`src/design/ppl_pkg.sv`:
```
`timescale 1ns / 1ps

package ppl_pkg;

  // Phase accumulator and sample counter widths
  localparam int PHASE_BITS = 32;
  localparam int INDEX_BITS = 24;

  // Fixed field widths
  localparam int F0_W       = 16;
  localparam int ISR_W      = 32;
  localparam int PROD_W     = F0_W + ISR_W;
  localparam int PIDX_W     = 24;
  localparam int FRAC_W     = 16;
  localparam int CFG_ADDR_W = 3;
  localparam int CFG_DATA_W = 32;

  // Divider operand widths
  localparam int NUM_W = PHASE_BITS + 1;
  localparam int DEN_W = PHASE_BITS + 2;
  localparam int REM_W = PHASE_BITS + 3;
  localparam int DCNT_W = $clog2(FRAC_W);

  localparam logic [ISR_W-1:0]  ISR_RESET = 32'd366503876;
  localparam logic [FRAC_W-1:0] FRAC_SAT  = '1;

  // Register indexes
  localparam logic REG_INV_SAMPLE_RATE = 1'b0;

  typedef enum logic [2:0] {
    S_IDLE,
    S_MUL,
    S_EVAL,
    S_DIV,
    S_OUT
  } ppl_state_t;

  typedef struct packed {
    logic             start;
    logic [NUM_W-1:0] num;
    logic [DEN_W-1:0] den;
  } div_req_t;

  typedef struct packed {
    logic              busy;
    logic              done;
    logic [FRAC_W-1:0] quot;
  } div_rsp_t;

endpackage

```
`src/design/ppl_stream_if.sv`:
```
`timescale 1ns / 1ps

interface ppl_in_if import ppl_pkg::*; ();
  logic            valid;
  logic            ready;
  logic [F0_W-1:0] f0_hz_q4;
  logic            first;

  modport source (output valid, output f0_hz_q4, output first, input ready);
  modport sink   (input valid, input f0_hz_q4, input first, output ready);
endinterface

interface ppl_out_if import ppl_pkg::*; ();
  logic              valid;
  logic              ready;
  logic [PIDX_W-1:0] pulse_index;
  logic [FRAC_W-1:0] shift_frac;

  modport source (output valid, output pulse_index, output shift_frac, input ready);
  modport sink   (input valid, input pulse_index, input shift_frac, output ready);
endinterface

```
`src/design/ppl_apb_regs.sv`:
```
`timescale 1ns / 1ps

module ppl_apb_regs import ppl_pkg::*; (
  input  logic                  clk,
  input  logic                  rst_n,
  input  logic                  psel,
  input  logic                  penable,
  input  logic                  pwrite,
  input  logic [CFG_ADDR_W-1:0] paddr,
  input  logic [CFG_DATA_W-1:0] pwdata,
  output logic [CFG_DATA_W-1:0] prdata,
  output logic                  pready,
  output logic [ISR_W-1:0]      inv_sample_rate
);

  logic [ISR_W-1:0] isr_r;
  logic             hit_isr;

  assign pready  = 1'b1;
  assign hit_isr = (paddr[2] == REG_INV_SAMPLE_RATE);

  // Write the rate register on the access phase
  always_ff @(posedge clk) begin
    if (!rst_n) begin
      isr_r <= ISR_RESET;
    end else if (psel && penable && pwrite && hit_isr) begin
      isr_r <= ISR_W'(pwdata);
    end
  end

  // Read back
  always_comb begin
    prdata = '0;
    if (hit_isr) begin
      prdata = CFG_DATA_W'(isr_r);
    end
  end

  assign inv_sample_rate = isr_r;

endmodule

```
`src/design/ppl_div_unit.sv`:
```
`timescale 1ns / 1ps

module ppl_div_unit import ppl_pkg::*; (
  input  logic     clk,
  input  logic     rst_n,
  input  div_req_t req,
  output div_rsp_t rsp
);

  logic              busy_r;
  logic              done_r;
  logic [DCNT_W-1:0] cnt_r;
  logic [REM_W-1:0]  rem_r;
  logic [DEN_W-1:0]  den_r;
  logic [FRAC_W-1:0] quo_r;
  logic [REM_W-1:0]  rem_sh;
  logic              take;

  // One restoring step: shift, compare, subtract
  assign rem_sh = {rem_r[REM_W-2:0], 1'b0};
  assign take   = (rem_sh >= REM_W'(den_r));

  // Sequence control
  always_ff @(posedge clk) begin
    if (!rst_n) begin
      busy_r <= 1'b0;
      done_r <= 1'b0;
      cnt_r  <= '0;
    end else begin
      done_r <= 1'b0;
      if (req.start) begin
        busy_r <= 1'b1;
        cnt_r  <= '0;
      end else if (busy_r) begin
        cnt_r <= cnt_r + 1'b1;
        if (cnt_r == DCNT_W'(FRAC_W - 1)) begin
          busy_r <= 1'b0;
          done_r <= 1'b1;
        end
      end
    end
  end

  // Operand and quotient registers
  always_ff @(posedge clk) begin
    if (req.start) begin
      rem_r <= REM_W'(req.num);
      den_r <= req.den;
      quo_r <= '0;
    end else if (busy_r) begin
      rem_r <= take ? (rem_sh - REM_W'(den_r)) : rem_sh;
      quo_r <= {quo_r[FRAC_W-2:0], take};
    end
  end

  assign rsp.busy = busy_r;
  assign rsp.done = done_r;
  assign rsp.quot = quo_r;

endmodule

```
`src/design/pitch_pulse_locator.sv`:
```
`timescale 1ns / 1ps

// Channel | Direction | Handshake   | Word
// in_ch   | in        | valid/ready | f0_hz_q4[15:0], first
// out_ch  | out       | valid/ready | pulse_index[23:0], shift_frac[15:0]
// cfg_*   | in        | APB write   | inv_sample_rate at byte address 0
//
// A word passes S_IDLE, S_MUL, S_EVAL on a restart or when no pulse falls, adds
// S_OUT when the pulse saturates, and S_DIV and S_OUT when the serial quotient
// unit runs its 16 steps (the worst case). in_ch is ready only while idle.
// rst_n is synchronous: it clears phase, index and the held-sample flag, and
// sets the rate register to its reset value. A stalled out_ch holds a finished
// pulse; the next word is still taken but waits before its own result.

module pitch_pulse_locator import ppl_pkg::*; (
  input  logic                  clk,
  input  logic                  rst_n,
  ppl_in_if.sink                in_ch,
  ppl_out_if.source             out_ch,
  input  logic                  cfg_psel,
  input  logic                  cfg_penable,
  input  logic                  cfg_pwrite,
  input  logic [CFG_ADDR_W-1:0] cfg_paddr,
  input  logic [CFG_DATA_W-1:0] cfg_pwdata,
  output logic [CFG_DATA_W-1:0] cfg_prdata,
  output logic                  cfg_pready
);

  ppl_state_t state_r, state_nxt;

  logic [ISR_W-1:0]      isr;
  logic [F0_W-1:0]       f0_r;
  logic                  first_r;
  logic [PROD_W-1:0]     prod_c;
  logic [PHASE_BITS-1:0] step_r;
  logic [PHASE_BITS-1:0] phase_r;
  logic [INDEX_BITS-1:0] count_r;
  logic                  have_prev_r;
  logic [PIDX_W-1:0]     idx_r;
  logic [FRAC_W-1:0]     frac_r;
  logic                  out_valid_r;
  logic [PIDX_W-1:0]     out_idx_r;
  logic [FRAC_W-1:0]     out_frac_r;

  logic [PHASE_BITS-1:0] cur_c;
  logic [PHASE_BITS-1:0] diff_c;
  logic                  restart_c;
  logic                  pulse_c;
  logic                  cur_zero_c;
  logic                  out_free_c;

  logic in_ready_c;
  logic mul_load_c;
  logic eval_c;
  logic out_load_c;

  div_req_t div_req;
  div_rsp_t div_rsp;

  ppl_apb_regs u_regs (
    .clk             (clk),
    .rst_n           (rst_n),
    .psel            (cfg_psel),
    .penable         (cfg_penable),
    .pwrite          (cfg_pwrite),
    .paddr           (cfg_paddr),
    .pwdata          (cfg_pwdata),
    .prdata          (cfg_prdata),
    .pready          (cfg_pready),
    .inv_sample_rate (isr)
  );

  ppl_div_unit u_div (
    .clk   (clk),
    .rst_n (rst_n),
    .req   (div_req),
    .rsp   (div_rsp)
  );

  // Phase step product, registered before use
  assign prod_c = PROD_W'(f0_r) * PROD_W'(isr);

  // Advance phase and test for a wrap of more than half a turn
  assign restart_c  = first_r || !have_prev_r;
  assign cur_c      = phase_r + step_r;
  assign diff_c     = (cur_c >= phase_r) ? (cur_c - phase_r) : (phase_r - cur_c);
  assign pulse_c    = (diff_c > (PHASE_BITS'(1) << (PHASE_BITS - 1)));
  assign cur_zero_c = (cur_c == '0);
  assign out_free_c = !out_valid_r || out_ch.ready;

  // Crossing fraction operands: num = one turn - prev, den = num + cur
  assign div_req.num   = (NUM_W'(1) << PHASE_BITS) - NUM_W'(phase_r);
  assign div_req.den   = DEN_W'(div_req.num) + DEN_W'(cur_c);
  assign div_req.start = eval_c && !restart_c && pulse_c && !cur_zero_c;

  // Next state
  always_comb begin
    state_nxt = state_r;
    unique case (state_r)
      S_IDLE: if (in_ch.valid) state_nxt = S_MUL;
      S_MUL:  state_nxt = S_EVAL;
      S_EVAL: begin
        if (restart_c || !pulse_c) begin
          state_nxt = S_IDLE;
        end else if (cur_zero_c) begin
          state_nxt = S_OUT;
        end else begin
          state_nxt = S_DIV;
        end
      end
      S_DIV:  if (div_rsp.done) state_nxt = S_OUT;
      S_OUT:  if (out_free_c) state_nxt = S_IDLE;
      default: state_nxt = S_IDLE;
    endcase
  end

  // Sequencer outputs
  always_comb begin
    in_ready_c = 1'b0;
    mul_load_c = 1'b0;
    eval_c     = 1'b0;
    out_load_c = 1'b0;
    unique case (state_r)
      S_IDLE:  in_ready_c = 1'b1;
      S_MUL:   mul_load_c = 1'b1;
      S_EVAL:  eval_c     = 1'b1;
      S_DIV:   ;
      S_OUT:   out_load_c = out_free_c;
      default: ;
    endcase
  end

  assign in_ch.ready = in_ready_c;

  always_ff @(posedge clk) begin
    if (!rst_n) begin
      state_r <= S_IDLE;
    end else begin
      state_r <= state_nxt;
    end
  end

  // Hold the accepted word and the step
  always_ff @(posedge clk) begin
    if (in_ready_c && in_ch.valid) begin
      f0_r    <= in_ch.f0_hz_q4;
      first_r <= in_ch.first;
    end
    if (mul_load_c) begin
      step_r <= prod_c[PROD_W-1 -: PHASE_BITS];
    end
  end

  // Phase, index and held-sample state
  always_ff @(posedge clk) begin
    if (!rst_n) begin
      phase_r     <= '0;
      count_r     <= '0;
      have_prev_r <= 1'b0;
    end else if (eval_c) begin
      if (restart_c) begin
        phase_r     <= step_r;
        count_r     <= '0;
        have_prev_r <= 1'b1;
      end else begin
        phase_r <= cur_c;
        count_r <= count_r + 1'b1;
      end
    end
  end

  // Pulse payload before the output stage
  always_ff @(posedge clk) begin
    if (eval_c) begin
      idx_r  <= PIDX_W'(count_r);
      frac_r <= FRAC_SAT;
    end else if (div_rsp.done) begin
      frac_r <= div_rsp.quot;
    end
  end

  // Output register
  always_ff @(posedge clk) begin
    if (!rst_n) begin
      out_valid_r <= 1'b0;
    end else if (out_load_c) begin
      out_valid_r <= 1'b1;
    end else if (out_ch.ready) begin
      out_valid_r <= 1'b0;
    end
  end

  always_ff @(posedge clk) begin
    if (out_load_c) begin
      out_idx_r  <= idx_r;
      out_frac_r <= frac_r;
    end
  end

  assign out_ch.valid       = out_valid_r;
  assign out_ch.pulse_index = out_idx_r;
  assign out_ch.shift_frac  = out_frac_r;

  // Checks
  a_accept_div_idle: assert property (@(posedge clk) disable iff (!rst_n)
    (in_ch.valid && in_ch.ready) |-> !div_rsp.busy)
    else $error("word accepted while quotient unit busy");

  a_done_in_div: assert property (@(posedge clk) disable iff (!rst_n)
    div_rsp.done |-> (state_r == S_DIV))
    else $error("quotient done outside divide state");

  a_restart_clears: assert property (@(posedge clk) disable iff (!rst_n)
    (eval_c && restart_c) |=> (count_r == '0 && have_prev_r))
    else $error("restart did not clear index");

  a_no_load_over_full: assert property (@(posedge clk) disable iff (!rst_n)
    out_load_c |-> (!out_valid_r || out_ch.ready))
    else $error("output register overwritten");

endmodule
```
`src/flat_wrapper.sv`:
```
// flat-port wrapper written by rule: the top's interface ports become plain ports
module pitch_pulse_locator_flat import ppl_pkg::*;
  (clk, rst_n, cfg_psel, cfg_penable, cfg_pwrite, cfg_paddr, cfg_pwdata, cfg_prdata, cfg_pready, in_ch_valid, in_ch_f0_hz_q4, in_ch_first, in_ch_ready, out_ch_valid, out_ch_pulse_index, out_ch_shift_frac, out_ch_ready);
  ppl_in_if in_ch_i ();
  ppl_out_if out_ch_i ();
  input  logic clk;
  input  logic rst_n;
  input  logic cfg_psel;
  input  logic cfg_penable;
  input  logic cfg_pwrite;
  input  logic [CFG_ADDR_W-1:0] cfg_paddr;
  input  logic [CFG_DATA_W-1:0] cfg_pwdata;
  output logic [CFG_DATA_W-1:0] cfg_prdata;
  output logic cfg_pready;
  input wire logic [$bits(in_ch_i.valid)-1:0] in_ch_valid;
  input wire logic [$bits(in_ch_i.f0_hz_q4)-1:0] in_ch_f0_hz_q4;
  input wire logic [$bits(in_ch_i.first)-1:0] in_ch_first;
  output wire logic [$bits(in_ch_i.ready)-1:0] in_ch_ready;
  output wire logic [$bits(out_ch_i.valid)-1:0] out_ch_valid;
  output wire logic [$bits(out_ch_i.pulse_index)-1:0] out_ch_pulse_index;
  output wire logic [$bits(out_ch_i.shift_frac)-1:0] out_ch_shift_frac;
  input wire logic [$bits(out_ch_i.ready)-1:0] out_ch_ready;
  assign in_ch_i.valid = in_ch_valid;
  assign in_ch_i.f0_hz_q4 = in_ch_f0_hz_q4;
  assign in_ch_i.first = in_ch_first;
  assign in_ch_ready = in_ch_i.ready;
  assign out_ch_valid = out_ch_i.valid;
  assign out_ch_pulse_index = out_ch_i.pulse_index;
  assign out_ch_shift_frac = out_ch_i.shift_frac;
  assign out_ch_i.ready = out_ch_ready;
  pitch_pulse_locator u_core (.clk(clk), .rst_n(rst_n), .in_ch(in_ch_i), .out_ch(out_ch_i), .cfg_psel(cfg_psel), .cfg_penable(cfg_penable), .cfg_pwrite(cfg_pwrite), .cfg_paddr(cfg_paddr), .cfg_pwdata(cfg_pwdata), .cfg_prdata(cfg_prdata), .cfg_pready(cfg_pready));
endmodule
```
`config.mk`:
```
export PLATFORM = sky130hd
export DESIGN_NAME = pitch_pulse_locator_flat
export DESIGN_NICKNAME = d
export VERILOG_FILES = /design/src/design/ppl_pkg.sv /design/src/design/ppl_stream_if.sv /design/src/design/ppl_apb_regs.sv /design/src/design/ppl_div_unit.sv /design/src/design/pitch_pulse_locator.sv /design/src/flat_wrapper.sv
export SDC_FILE = /design/constraint.sdc
export NUM_CORES = 2
export LEC_CHECK = 0
export BUFFER_PORTS_ARGS = -buffer_cell sky130_fd_sc_hd__buf_2
export CORE_UTILIZATION = 55
export CTS_BUF_LIST = sky130_fd_sc_hd__clkbuf_8
export DETAILED_ROUTE_END_ITERATION = 7
export PLACE_DENSITY = 0.74
export SYNTH_ARGS = -nofsm -noshare
export SYNTH_HDL_FRONTEND = slang
export SYNTH_SLANG_ARGS = --single-unit
```
`constraint.sdc`:
```
create_clock -name clk -period 7.65 [get_ports clk]
set_input_delay 1.1475 -clock clk [delete_from_list [all_inputs] [get_ports clk]]
set_output_delay 1.1475 -clock clk [all_outputs]
set_load 0.01 [all_outputs]
```
==> After elaboration in Yosys (flattened, before gate mapping) <==
Cells that the tools add are included.
{ "totals": {"in_bits": 59, "elab_cells": 89, "out_inout_bits": 75, "ff_bits": 312} }
{ "classes": {"eq_ne": 8, "add_sub_neg": 8, "bitwise": 3, "n_mux": 23, "n_reduce_logical": 23, "magnitude_cmp": 3, "n_mul": 1} }
{ "ops": {"columns": ["operator", "n"], "rows": [
  ["$mux 32", 3],
  ["$mux 33", 2],
  ["$sub 32x32->32", 2],
  ["$mul 16x32->48", 1],
  ["$ge 35x34->1", 1],
  ["$add 33x32->34", 1],
  ["$mux 34", 1],
  ["$sub 34x34->34", 1],
  ["$sub 33x32->33 const A", 1],
  ["$add 32x32->32", 1],
  ["$ge 32x32->1", 1],
  ["$gt 32x32->1 const B", 1],
  ["$logic_not 32->1", 1],
  ["$add 24x1->24 const B", 1],
  ["$mux 24", 1],
  ["$mux 3", 5],
  ["$pmux 3 s5", 1],
  ["$mux 1", 10],
  ["$logic_and 1x1->1", 7],
  ["$eq 3x2->1 const B", 2],
  ["$logic_not 1->1", 5],
  ["$add 4x1->4 const B", 1],
  ["$eq 4x4->1 const B", 1],
  ["$ne 2x2->1 const B", 2],
  ["other kinds (11)", 16]
]} }

==> Longest topological paths before layout <==
{ "depth": {"ltp_word": 8, "depth_mapped": 36, "depth_no_buf": 30} }

==> Cells and area by module <==
A second synthesis with hierarchy kept.
{ "hier_totals": {"cells_unflattened": 4088, "area_unflattened_um2": 36847.8} }
{ "modules_own_cells": {"columns": ["module", "seq_area_each_um2", "cells_each", "area_per_inst_um2", "n_inst"], "rows": [
  ["pitch_pulse_locator", 4934.7, 3350, 29719.8, 1],
  ["ppl_div_unit", 2472.4, 561, 5515.3, 1],
  ["ppl_apb_regs", 640.6, 177, 1612.8, 1]
]} }

==> Worst setup path after synthesis <==
Ideal clock, no wire load.
{ "synth_timing": {"kind": "reg2reg", "startpoint": "register u_core.phase_r[0]", "endpoint": "register u_core.u_div.rem_r[0] (enable)", "path_buffers": 3, "t_required_ps": 7162, "setup_slack_ps": -51, "path_stages_with_launch": 33, "t_arrival_ps": 7212, "setup_time_ps": 488, "period_less_slack_ps": 7701, "cell_sequence": "dfxtp_1 -> ha_1 -> inv_1 -> fa_1 -> nor2b_1 -> o31a_1 -> a21oi_1 -> o211a_1 -> a21o_1 -> and2b_1 -> o221ai_1 -> a21boi_0 -> o21a_1 -> o21ai_0 -> xnor2_1 -> inv_1 -> ha_1 -> clkbuf_2 -> a21o_1 -> a221o_1 -> a221oi_2 -> a21boi_2 -> buf_6 -> mux2i_1 -> xnor2_1 -> or4_1 -> a2111oi_2 -> and4_1 -> nand4_1 -> nor3_2 -> nand3b_4 -> buf_8 -> nand2b_1"} }
{ "synth_via": {"elab_chain_cells": 7} }
{ "synth_rtl": {"columns": ["item", "line_no", "source"], "rows": [
  ["start: declaration", "pitch_pulse_locator.sv:36", "logic [PHASE_BITS-1:0] phase_r;"],
  ["start signal: assignment", "pitch_pulse_locator.sv:162", "phase_r <= step_r;"],
  ["start signal: assignment", "pitch_pulse_locator.sv:166", "phase_r <= cur_c;"],
  ["$add 32x32->32", "pitch_pulse_locator.sv:85", "assign cur_c = phase_r + step_r;"],
  ["$sub 32x32->32 or $ge 32x32->1 (tied branches)", "pitch_pulse_locator.sv:86", "assign diff_c = (cur_c >= phase_r) ? (cur_c - phase_r) : (phase_r - cur_c);"],
  ["$mux 32", "pitch_pulse_locator.sv:86", null],
  ["$gt 32x32->1", "pitch_pulse_locator.sv:87", "assign pulse_c = (diff_c > (PHASE_BITS'(1) << (PHASE_BITS - 1)));"],
  ["$logic_and 1x1->1", "pitch_pulse_locator.sv:94", "assign div_req.start = eval_c && !restart_c && pulse_c && !cur_zero_c;"],
  ["$logic_and 1x1->1 *", "pitch_pulse_locator.sv:94", null],
  ["$reduce_bool 2->1 (no source line) *", null, null],
  ["end signal: assignment", "ppl_div_unit.sv:47", "rem_r <= REM_W'(req.num);"],
  ["end signal: assignment", "ppl_div_unit.sv:51", "rem_r <= take ? (rem_sh - REM_W'(den_r)) : rem_sh;"],
  ["end: declaration", "ppl_div_unit.sv:13", "logic [REM_W-1:0] rem_r;"]
]} }
Mark *: on every way between the ends. The rest lies on a longest branch, timed or not.
A chain may end at the register's enable or synchronous reset.

==> Worst setup path in the final report <==
{ "layout_timing": {"startpoint": "register u_core.step_r[9]", "endpoint": "register u_core.u_div.rem_r[21] (data pin)"} }
{ "layout_via": {"elab_chain_cells": 7} }
{ "layout_rtl": {"columns": ["item", "line_no", "source"], "rows": [
  ["start: declaration", "pitch_pulse_locator.sv:35", "logic [PHASE_BITS-1:0] step_r;"],
  ["start signal: assignment", "pitch_pulse_locator.sv:150", "step_r <= prod_c[PROD_W-1 -: PHASE_BITS];"],
  ["$add 32x32->32 *", "pitch_pulse_locator.sv:85", null],
  ["$sub 32x32->32 or $ge 32x32->1 (tied branches)", "pitch_pulse_locator.sv:86", null],
  ["$mux 32", "pitch_pulse_locator.sv:86", null],
  ["$gt 32x32->1", "pitch_pulse_locator.sv:87", null],
  ["$logic_and 1x1->1", "pitch_pulse_locator.sv:94", null],
  ["$logic_and 1x1->1 *", "pitch_pulse_locator.sv:94", null],
  ["$mux 33 *", "ppl_div_unit.sv:46", "if (req.start) begin"]
]} }
Marks and branches as above.

==> flow_metrics.env <==
export IMPL_clock_latency_ps=670
export IMPL_cp_slowest_stage_delay_ps=440
export IMPL_cts_max_path_buffers=3
export IMPL_routed_via_density=5.59
export IMPL_cpMostUsedCell="buf_4"
export IMPL_routed_wl_um=94400
export IMPL_layout_drive_gt1_share_pct=14.2
export IMPL_ioPinCount=134
export IMPL_drt_iter0_drc=2081
export IMPL_final_cell_mix="nand2_1 (596), inv_1 (561), fa_1 (421)"
export IMPL_crit_fanout=9
export IMPL_grt_pass1_wl_um=152000
export IMPL_syn_avg_cell_area_um2=9.03
export IMPL_dp_cells=5052
export IMPL_cts_hold_buf=0
export IMPL_start_util_pct=55.8
export IMPL_grt_overflow_total=0
export IMPL_vias=28900
export IMPL_grt_antenna_before_repair=1
export IMPL_clock_root_buffer="clkbuf_8"
export IMPL_maxCapViolations=0
export IMPL_mostFrequentLayoutCell="nand2_1"
export IMPL_post_route_util_pct=63.1
export IMPL_yosys_register_bits=312
export IMPL_worst_pin_slew_ps=1130
export IMPL_ir_worst_vdd_v=0.000344
export IMPL_instances_no_fill=5176
export IMPL_post_route_period_util_pct=97.1
export IMPL_dr_pass1_iters=8
export IMPL_grt_pass1_vias=29500
export IMPL_area_growth_pct=13.0
export IMPL_crit_path_start_kind="flop"
export IMPL_h_tree_depth=2
export IMPL_die_width_um=258
export IMPL_nFillCells=5340
export IMPL_grt_total_usage_pct=28.5
export IMPL_num_rows=93
export IMPL_slew_limit_headroom_pct=24.4
export IMPL_hp_class="reg -> reg"
export IMPL_core_area_um2=64600
export IMPL_synth_distinct_cells=92
export IMPL_worstPathArrival_ps=7820
export IMPL_timing_final_hold_violations=0
export IMPL_fin_crit_ps=7430
export IMPL_hold_ws_ps=412
export IMPL_syn_inst=3993
export IMPL_async_flop_share_pct=0
export IMPL_cts_clk_slew_worst_paths_ps=70
export IMPL_required_ps=8040
export IMPL_nets=5020
export IMPL_ys_seq_area_share_pct=22.3
export IMPL_finalMaxSlewViolations=0
export IMPL_power_density_nw_per_um2=410
export IMPL_fin_skew_ps=30.5
export IMPL_setup_viol=0
export IMPL_yosysTopAreaCell="fa_1"
export IMPL_wl_per_cell_um=18.2
export IMPL_ys_flop_type="edfxtp_1"
export IMPL_yosysTopAreaCellShare_pct=23.4
export IMPL_synth_edf_count=180
export IMPL_cp_slowest_cell="or4_4"
export IMPL_synth_area_um2=36100
export IMPL_synth_fp_nets=4740
export IMPL_io_buffer_count=130
export IMPL_cts_sinks=312
export IMPL_critPathKind="reg -> reg"
export IMPL_ys_warnings_count=0
export IMPL_totalPowerFinal_mw=16.7
export IMPL_fmax_mhz=135
export IMPL_numCtsBuffers=55
export IMPL_drc=0
export IMPL_cts_tree="yes"
export IMPL_dp_hpwl_um=75500
export IMPL_dieHeight_um=258
export IMPL_ys_top_cells_by_area="fa_1 (23%), edfxtp_1 (15%), ha_1 (9.2%)"
export IMPL_dieArea_um2=66600
export IMPL_p_leak_nw=18.9
export IMPL_drt_antenna_violating_nets=0
export IMPL_gp_congestion=0.954
export IMPL_status="complete, no violations"
export IMPL_end_kind="flop"
export IMPL_grt_max_degree=76
-- where the power goes --
part | leakage (nW) | switching, mW | internal (mW) | total (mW)
registers | 2.69 | 0.110 | 2.46 | 2.57
clock network | 0.649 | 0.755 | 0.959 | 1.71
logic | 15.6 | 6.95 | 5.47 | 12.4
-- synth_stat cells (all sizes together) (7+ instances only) --
| library cell | count |
|---|---|
| o31ai | 11 |
| a21o | 65 |
| mux2 | 53 |
| buf | 31 |
| nand4 | 37 |
| xor2 | 55 |
| xnor2 | 122 |
| a21oi | 191 |
| fa | 422 |
| nor4 | 17 |
| dfxtp | 132 |
| a221o | 7 |
| mux2i | 40 |
| ha | 266 |
| o21ai | 94 |
| a2111oi | 8 |
| a211oi | 21 |
| edfxtp | 180 |
| and2 | 207 |
| a31oi | 22 |
| and3 | 51 |
| a21boi | 33 |
| nand2 | 596 |
| o31a | 8 |
| nand3 | 66 |
| clkbuf | 165 |
| nor3 | 48 |
| inv | 555 |
| and4 | 7 |
| o311ai | 7 |
| or4 | 11 |
| o21a | 43 |
| nor2 | 168 |
| o211ai | 32 |
| nand3b | 9 |
| nor2b | 52 |
| nor3b | 8 |
| a211o | 7 |
| o21bai | 17 |
| or3 | 14 |
| nand2b | 28 |
-- cell type report --
| cell class | count | area, um2 | share of cell area (%) |
|---|---|---|---|
| clock inverters | 42 | 373 | 0.915 |
| clock buffers | 62 | 853 | 2.09 |
| diodes | 1 | 2.50 | 0.00614 |
| inverters | 555 | 2080 | 5.11 |
| multi-input cells | 2930 | 25300 | 62.1 |
| repair buffers | 419 | 3000 | 7.37 |
| flip-flops and latches | 312 | 8050 | 19.8 |
| well taps | 855 | 1070 | 2.63 |
-- metal layers --
layer | part of all wire, % | vias to the layer above | global-route usage (%) | wire length [um]
li1 | - | 13700 | - | -
met2 | 46 | 1092 | 46.3 | 43100
met4 | 3.1 | 0 | 9.19 | 2900
met5 | 0 | - | 0 | 0
met1 | 44 | 13900 | 39.2 | 41400
met3 | 7.5 | 182 | 4.28 | 7080
-- stage by stage --
stage / TNS, ps / setup slack [ps] / area [um2]
2_1_floorplan: 0 / 49.7 / 36100
3_3_place_gp: -26080 / -256 / 39100
3_5_place_dp: -31400 / -303 / 39100
4_1_cts: 0 / 3.92 / 40500
5_1_grt: -1540 / -45.8 / 40700
6_report: 0 / 223 / 40700
-- final timing paths --
kind                                                 start                                       to  slack, ps  depth (start not counted)
worst max-delay path            u_core.step_r[9]$_DFFE_PP_         u_core.u_div.rem_r[21]$_DFFE_PP_        220                         32
worst min register to register  u_core.idx_r[23]$_DFFE_PN_  u_core.out_ch.pulse_index[23]$_DFFE_PP_        410                          0
worst max register to register  u_core.step_r[9]$_DFFE_PP_         u_core.u_div.rem_r[21]$_DFFE_PP_        220                         32
worst min-delay path            u_core.idx_r[23]$_DFFE_PN_  u_core.out_ch.pulse_index[23]$_DFFE_PP_        410                          0
-- what timing repair did --
item / in CTS / in global routing
setup buffers: 11 / 6
cloned: 2 / 0
endpoints found under the setup margin: 126 / 134
pin swaps: 5 / 15
gates resized for setup: 12 / 30
-- worst max-delay path, delay by kind of cell (launching register included) --
family                   cells  cell delay (ps)
XOR/XNOR                     1              140
multiplexers                 2              470
AO/OA/AOI/OAI               14             3060
buffers and inverters        6              690
flip-flops                   1              410
adder cells (fa/ha/maj)      2              610
AND/OR/NAND/NOR              7             1770
-- cells by family after synthesis --
logic type | count (synthesis) | synth area share (%)
buffers and inverters | 751 | 8.13
AO/OA/AOI/OAI | 631 | 11.7
adder cells (fa/ha/maj) | 692 | 32.8
AND/OR/NAND/NOR | 1335 | 17.7
multiplexers | 93 | 2.97
XOR/XNOR | 178 | 4.36
other | 1 | 0.0104
flip-flops | 312 | 22.3
-- sequential cells by signal, indices dropped and copies added, names as in the netlist, 3 cells and up --
| name | count |
|---|---|
| u_core.out_ch.pulse_index | 24 |
| u_core.idx_r | 24 |
| u_core.out_ch.shift_frac | 16 |
| u_core.u_div.quo_r | 16 |
| u_core.u_div.rem_r | 34 |
| u_core.frac_r | 16 |
| u_core.u_div.den_r | 34 |
| u_core.phase_r | 32 |
| u_core.step_r | 32 |
| u_core.f0_r | 16 |
| u_core.u_div.cnt_r | 4 |
| u_core.state_r | 3 |
| u_core.count_r | 24 |
| u_core.u_regs.inv_sample_rate | 32 |
Note: power is estimated with default switching activity, not from simulation.
